**src/hdl/mfv_pkg.sv**
```systemverilog
// Shared types for the most frequent value finder.
// Used by the channel interfaces, the controller, the datapath and the top level.
package mfv_pkg;

    typedef logic signed [31:0] code_t;
    typedef logic [8:0]         count_t;

    localparam int unsigned COUNT_MAX = 511;

    typedef struct packed {
        logic accept;
        logic start;
        logic rd_outer;
        logic ld_cand;
        logic rd_inner;
        logic cmp_best;
        logic load_out;
    } mfv_cmd_t;

    typedef struct packed {
        logic i_last;
        logic j_last;
        logic out_busy;
    } mfv_status_t;

endpackage

```
**src/hdl/mfv_ctrl.sv**
```systemverilog
// Sequencer for code loading and the quadratic occurrence search.
// Depends on mfv_pkg for the command and status structs.
module mfv_ctrl (
    input  logic                 clk,
    input  logic                 rst_n,
    input  logic                 in_valid,
    input  logic                 in_last,
    output logic                 in_ready,
    input  mfv_pkg::mfv_status_t status,
    output mfv_pkg::mfv_cmd_t    cmd
);
    import mfv_pkg::*;

    localparam logic [2:0] ST_IDLE  = 3'd0;
    localparam logic [2:0] ST_ORD   = 3'd1;
    localparam logic [2:0] ST_OLD   = 3'd2;
    localparam logic [2:0] ST_INNER = 3'd3;
    localparam logic [2:0] ST_DRAIN = 3'd4;
    localparam logic [2:0] ST_CMP   = 3'd5;
    localparam logic [2:0] ST_FIN   = 3'd6;

    logic [2:0] state_reg;
    logic [2:0] state_next;
    logic       accept;

    assign in_ready = (state_reg == ST_IDLE);
    assign accept   = in_valid && in_ready;

    always_comb
    begin
        state_next   = state_reg;
        cmd          = '0;
        cmd.accept   = accept;
        unique case (state_reg)
            ST_IDLE:
            begin
                if (accept && in_last)
                begin
                    cmd.start  = 1'b1;
                    state_next = ST_ORD;
                end
            end
            ST_ORD:
            begin
                cmd.rd_outer = 1'b1;
                state_next   = ST_OLD;
            end
            ST_OLD:
            begin
                cmd.ld_cand = 1'b1;
                state_next  = ST_INNER;
            end
            ST_INNER:
            begin
                cmd.rd_inner = 1'b1;
                if (status.j_last)
                begin
                    state_next = ST_DRAIN;
                end
            end
            ST_DRAIN:
            begin
                state_next = ST_CMP;
            end
            ST_CMP:
            begin
                cmd.cmp_best = 1'b1;
                state_next   = status.i_last ? ST_FIN : ST_ORD;
            end
            ST_FIN:
            begin
                if (!status.out_busy)
                begin
                    cmd.load_out = 1'b1;
                    state_next   = ST_IDLE;
                end
            end
            default:
            begin
                state_next = ST_IDLE;
            end
        endcase
    end

    always_ff @(posedge clk or negedge rst_n)
    begin
        if (!rst_n)
        begin
            state_reg <= ST_IDLE;
        end
        else
        begin
            state_reg <= state_next;
        end
    end

endmodule

```
**config.mk**
```make
export PLATFORM = sky130hd
export DESIGN_NAME = mfv_ctrl
export DESIGN_NICKNAME = d
export VERILOG_FILES = /design/src/hdl/mfv_pkg.sv /design/src/hdl/mfv_ctrl.sv
export SDC_FILE = /design/constraint.sdc
export NUM_CORES = 1
export LEC_CHECK = 0
export BUFFER_PORTS_ARGS = -buffer_cell sky130_fd_sc_hd__buf_2
export CORE_AREA = 2 2 39 41
export DETAILED_ROUTE_END_ITERATION = 10
export DIE_AREA = 0 0 41 43
export SYNTH_ARGS = -nofsm -noshare
export SYNTH_HDL_FRONTEND = slang
export SYNTH_SLANG_ARGS = --single-unit
export TNS_END_PERCENT = 20
```
**constraint.sdc**
```tcl
create_clock -name clk -period 1.2 [get_ports clk]
set_input_delay 0.06 -clock clk [delete_from_list [all_inputs] [get_ports clk]]
set_output_delay 0.06 -clock clk [all_outputs]
set_load 0.02 [all_outputs]
```
==> results of run 1 <==
[cell usage after synthesis]
| library cell | count |
|---|---|
| nand2b_4 | 2 |
| nor3_4 | 1 |
| a211oi_2 | 1 |
| inv_2 | 1 |
| and2_1 | 1 |
| nor2b_1 | 1 |
| buf_4 | 1 |
| a22oi_2 | 1 |
| nand2b_1 | 3 |
| dfrtp_1 | 3 |
| and3_1 | 2 |
| nor2_1 | 4 |
| buf_6 | 3 |
| a22o_1 | 2 |
| o21ai_1 | 1 |
| a21oi_1 | 2 |
| a21o_1 | 1 |
| nor2_4 | 1 |
[worst register-to-register path: stages, from the launching register on]
cell	delay, ns
dfrtp_2	0.45
buf_4	0.17
nand2b_4	0.14
a22oi_2	0.12
a22o_1	0.14
[worst max-delay path by stage]
| stage | from | to | depth (start not counted) |
|---|---|---|---|
| global placement | state_reg[1]$_DFFE_PN0P_ | state_reg[2]$_DFFE_PN0P_ | 3 |
| detailed placement | state_reg[1]$_DFFE_PN0P_ | state_reg[2]$_DFFE_PN0P_ | 3 |
| CTS | state_reg[1]$_DFFE_PN0P_ | cmd[5] | 3 |
| floorplan | state_reg[2]$_DFFE_PN0P_ | cmd[5] | 3 |
| finish | state_reg[2]$_DFFE_PN0P_ | cmd[5] | 3 |
| global route | state_reg[2]$_DFFE_PN0P_ | cmd[5] | 3 |
[what timing repair did]
item,in CTS,in global routing
setup buffers,3,1
hold endpoints to repair,3,0
pin swaps,3,2
hold buffers,1,0
resized for setup,6,6
setup endpoints to repair,8,6
[power breakdown]
part	switching [uW]	internal [uW]	total, uW
Sequential	88.9	157	246
Combinational	372	398	771
Clock	54.9	125	180
[cell families (layout without fill, tap and decap cells)]
group           count (synthesis)  in the layout
compound gates                  8              8
simple gates                   15             15
buf+inv                         5             25
flops                           3              3
[layer usage]
metal / up-vias / track usage (%) / wire length [um]
met5: - / 0 / 0
met4: 0 / 10.0 / 19
met3: 2 / 3.14 / 44
met2: 12 / 11.6 / 298
met1: 116 / 9.42 / 269
li1: 147 / - / -
[cell type report]
cell class	instances	area share [%]
flip-flops and latches	3	17.4
multi-input cells	23	40.6
clock buffers	4	5.80
well taps	16	4.42
repair buffers	20	30.9
inverters	1	0.829
[metrics by stage]
stage,hold WS [ns],setup TNS (ns),cell area (um^2)
finish,0.0981,-0.0883,453
global route,0.127,-0.424,453
CTS,0.0952,-0.0853,427
detailed placement,-0.143,0,355
global placement,-0.142,0,355
floorplan,-0.236,0,299
==> results.json, run 1 <==
{
  "largest_reg_flops": 3,
  "synthAdderAreaFrac_pct": 0,
  "rsz0062_at_grt": "true",
  "finalNonFillerCells": 67,
  "antenna_found_initial": 0,
  "grt_pass1_wl_um": 952,
  "crit_fanout": 5,
  "path_delay_family": "flip-flops",
  "drive_above_1_share_pct": 64.7,
  "slew_headroom_pct": 89.7,
  "drt-initial-drc-count": 3,
  "slew_viol_final": 0,
  "drv_cap": 0,
  "path_class": "register to output pin",
  "worstPathCellList": "nor3_4, and3_4, buf_6",
  "power_density_nw_per_um2": 2640,
  "crit_buf_inv": 1,
  "cts_buffers": 3,
  "die_x_um": 41,
  "nets": 59,
  "yosys_warnings": 0,
  "avgViaCountPerCell": 4.13,
  "max_clock_freq_mhz": 795,
  "grt_use_total_pct": 8.76,
  "regArea_um2": 78.8,
  "period_needed_ns": 1.26,
  "synth_top_family_by_area": "simple AND/OR/NAND/NOR gates",
  "hpwl_um": 444,
  "layout-area-overhead-vs-synth_pct": 51.5,
  "first_pass_iters": 4,
  "hold_viol": 0,
  "n_antenna_cell": 0,
  "fin_total_pwr_uw": 1200,
  "holdPathStages": 2,
  "tightest_slew_ns": 0.155,
  "fin_util_pct": 32.7,
  "port_buffers": 14,
  "first_global_vias": 263,
  "yosys.area_share.simple_pct": 38.1,
  "die_y_um": 43,
  "htreeDepth": 1,
  "synth_compound_area_share_pct": 21.8,
  "syn_area_per_cell_um2": 9.65,
  "start_util_pct": 21.6,
  "cp.arrival_ns": 1.20,
  "place_congestion": 0.723,
  "min_from": "status[1]",
  "synthCells": 31,
  "setup_viol": 2,
  "status": "finished, violations left",
  "place_inst": 58,
  "num-fill-cells": 158,
  "synthXorXnorAreaFrac_pct": 0,
  "ff2ff_path_depth": 4,
  "synth_mux_area_share_pct": 0,
  "seq_area_frac_synth_pct": 25.1,
  "ios": 15,
  "synth_top_cell_by_area": "dfrtp_1",
  "slowest_stage": "dfrtp_2",
  "cts_tree": "yes",
  "drcViolationCount": 0,
  "worstHoldPathType": "primary input to register",
  "fin_skew_ns": 0.00319,
  "die_area_um2": 1760,
  "r2r_slack_ns": 0.13,
  "totalWireLength_um": 631,
  "worstReg2RegStart": "state_reg[1]$_DFFE_PN0P_",
  "core.rowCount": 14,
  "cp.required_ns": 1.14,
  "pre_cts_ws_ns": 0.0738,
  "leakage_uw": 0.000222,
  "clk_latency_ns": 0.24,
  "final_cell_mix": "9 x buf_4, 8 x buf_2, 4 x nor2_1",
  "cts.sinks": 3,
  "clockRootBuffer": "clkbuf_4",
  "ant_nets": 0,
  "routedWlPerCell_um": 9.42,
  "core_area_um2": 1380,
  "gr-total-overflow": 0,
  "ir_drop_mv": 0.864,
  "max-clock-path-buffers": 2,
  "clk_pin_slew_ns": 0.03,
  "ys_seq_elements": 3,
  "synthesis.area_um2": 299,
  "failed_checks": "negative setup slack",
  "vias": 277,
  "mostFrequentLayoutCell": "buf_4",
  "multi_input_area_um2": 184,
  "max_stage_delay_ns": 0.44,
  "hold_end": "state_reg[2]$_DFFE_PN0P_",
  "grt_max_degree": 7,
  "timing.rr.end": "state_reg[1]$_DFFE_PN0P_",
  "timing.final.crit_share_pct": 105,
  "critPathCaptureType": "output pin",
  "synth_nets": 38,
  "synthTopCellsByArea": "dfrtp_1 25%, buf_6 11%, nand2b_4 9.2%",
  "finalWorstSetupSlack_ns": -0.0586,
  "cp-start-kind": "register",
  "synth_cell_types": 18,
  "yosysTopAreaCellShare_pct": 25.1
}
Note: power is estimated with default switching activity, not from simulation.
==> inputs of run 2 (changes only) <==
ABC_AREA = 1   (was default)
PLACE_DENSITY_LB_ADDON = 0.08   (was default)
==> results.json, run 2 <==
{
  "largest_reg_flops": 3,
  "port_buffers": 14,
  "p_seq_share_pct": 16.0,
  "die_x_um": 41,
  "mostFrequentLayoutCell": "buf_4",
  "synth_nets": 49,
  "period_needed_ns": 1.23,
  "gr-total-overflow": 0,
  "ir_drop_mv": 0.677,
  "timing.final.crit_share_pct": 103,
  "ys_async_sr_fraction_pct": 100,
  "final_cell_mix": "10 x buf_4, 8 x buf_2, 7 x inv_1",
  "leakage_uw": 0.000278,
  "hold_end": "state_reg[0]$_DFFE_PN0P_",
  "first_pass_iters": 1,
  "critPathLaunch": "state_reg[0]$_DFFE_PN0P_",
  "htreeDepth": 1,
  "cts_buffers": 3,
  "yosysMostFrequentCell": "inv_1",
  "crit_top_cell": "inv_2",
  "p_sw_share_pct": 47.2,
  "power_switching_uw": 623,
  "critPathCaptureType": "output pin",
  "power_frac_comb_pct": 70.8,
  "avgViaCountPerCell": 4.14,
  "holdPathStages": 4,
  "layout-area-overhead-vs-synth_pct": 92.9,
  "timing.rr.end": "state_reg[2]$_DFFE_PN0P_",
  "cts_tree": "yes",
  "slew_headroom_pct": 87.7,
  "intPower_uw": 697,
  "seq_area_frac_synth_pct": 28.3,
  "multi_input_area_um2": 178,
  "synthTopCellsByCount": "10 x inv_1, 7 x nand2_1, 6 x nor2_1, 3 x dfrtp_1",
  "path_class": "register to output pin",
  "synth_cell_types": 17,
  "die_y_um": 43,
  "vias": 348,
  "fin_skew_ns": 0.00114,
  "yosys_warnings": 0,
  "drt-initial-drc-count": 0,
  "syn_area_per_cell_um2": 6.32,
  "max_stage_delay_ns": 0.39,
  "finalWorstSetupSlack_ns": -0.0304,
  "fin_total_pwr_uw": 1320,
  "first_global_vias": 307,
  "nets": 76,
  "pre_cts_ws_ns": 0.0818,
  "tightest_slew_ns": 0.183,
  "regArea_um2": 76.3,
  "synth_top_cell_by_area": "dfrtp_1",
  "die_area_um2": 1760,
  "fin_setup_tns_ns": -0.0680,
  "setup_viol": 4,
  "synthesis.area_um2": 265,
  "status": "finished, violations left",
  "clk_latency_ns": 0.23,
  "n_antenna_cell": 0,
  "crit_fanout": 3,
  "drcViolationCount": 0,
  "crit_buf_inv": 3,
  "grt_pass1_wl_um": 1120,
  "core_area_um2": 1380,
  "max_clock_freq_mhz": 813,
  "path_delay_family": "flip-flops",
  "ant_nets": 0,
  "power.clock.fraction_pct": 13.2,
  "fin_util_pct": 37.0,
  "cp.required_ns": 1.14,
  "failed_checks": "negative setup slack",
  "grt_max_degree": 6,
  "antenna_found_initial": 0,
  "yosysTopAreaCellShare_pct": 28.3,
  "cp.arrival_ns": 1.17,
  "synthCells": 42,
  "ff2ff_path_depth": 8,
  "holdWs_ns": 0.112,
  "num-fill-cells": 158,
  "routedWlPerCell_um": 8.67,
  "r2r_slack_ns": 0.03,
  "worstPathCellList": "inv_2, nand2_2, nor2_4, inv_2, nor3_4, buf_6",
  "slew_viol_final": 0,
  "hpwl_um": 572,
  "hold_viol": 0,
  "cts.sinks": 3,
  "ios": 15,
  "drive_above_1_share_pct": 58.8,
  "place_congestion": 0.648,
  "rsz0062_at_grt": "true",
  "grt_use_total_pct": 9.56,
  "start_util_pct": 19.2,
  "synth_ff_type": "dfrtp_1",
  "worstReg2RegStart": "state_reg[2]$_DFFE_PN0P_",
  "core.rowCount": 14,
  "totalWireLength_um": 728,
  "min_from": "status[1]",
  "ys_seq_elements": 3,
  "drv_cap": 0,
  "clk_pin_slew_ns": 0.04,
  "power_density_nw_per_um2": 2580,
  "synth_edf_count": 0,
  "clockRootBuffer": "clkbuf_4",
  "slowest_stage": "dfrtp_1",
  "cp-start-kind": "register",
  "max-clock-path-buffers": 2,
  "worstHoldPathType": "primary input to register",
  "synthTopCellsByArea": "dfrtp_1 28%, inv_1 14%, nand2_1 9.9%"
}
run 2: cell types whose count changed after synthesis, moves of 2 or more:
cell and change:
nand3_1 +2, nand2b_1 -3, and3_1 -2, nor2_1 +2
nand2b_4 -2, a22o_1 -2, buf_6 -3, a21oi_1 -2
nand2_1 +7, o21ai_0 +2, nand2_2 +2, inv_1 +10
run 2: routing by layer:
layer | share of wire, % | GRT usage, % | vias up
met1 | 41 | 11.3 | 162
met4 | 0 | 6.00 | 0
met5 | 0 | 0 | -
met2 | 55 | 14.1 | 7
met3 | 4.3 | 3.14 | 0
li1 | - | - | 179
run 2: layout make-up:
cell class	count	share of cell area (%)
well taps	16	3.91
flip-flops and latches	3	14.9
multi-input cells	27	34.7
clock buffers	4	5.13
repair buffers	23	33.3
inverters	11	8.07
run 2: logic make-up after synthesis:
group	after synthesis	share of synthesized area (%)
AOI/OAI and AO/OA	4	9.44
buffers and inverters	12	18.4
DFF	3	28.3
and+or+nand+nor	23	43.9
run 2: stage by stage:
stage                     instance area [um^2]  cells
after floorplan                            277     42
after global placement                     382     74
after detailed placement                   382     74
after CTS                                  483     83
after global routing                       512     84
final                                      512     84
run 2: power groups by stage:
stage | registers (uW) | logic, uW | clock network, uW
floorplan | 219 | 474 | 0
global placement | 210 | 711 | 0
detailed placement | 208 | 701 | 0
CTS | 211 | 883 | 184
global route | 217 | 1030 | 194
finish | 211 | 935 | 174
run 2: how the worst max path moves through the flow:
stage | end | slack (ns) | cells past startpoint
finish | cmd[5] | -0.03 | 6
global route | cmd[5] | -0.10 | 6
CTS | cmd[0] | -0.06 | 4
detailed placement | state_reg[2]$_DFFE_PN0P_ | 0.08 | 7
global placement | state_reg[2]$_DFFE_PN0P_ | 0.07 | 7
floorplan | cmd[0] | -0.07 | 2
run 2: worst min-delay path, cell delays in order:
cell and delay (ns):
buf_2 0.07, inv_1 0.04, nand2_2 0.07, nand2_1 0.06
run 2: timing repair:
| action | CTS | global route |
|---|---|---|
| hold buffers | 1 | 0 |
| endpoints found under the hold margin | 3 | 0 |
| resized for setup | 13 | 6 |
| pin swaps | 4 | 1 |
| setup endpoints to repair | 6 | 10 |
| setup buffers | 4 | 1 |
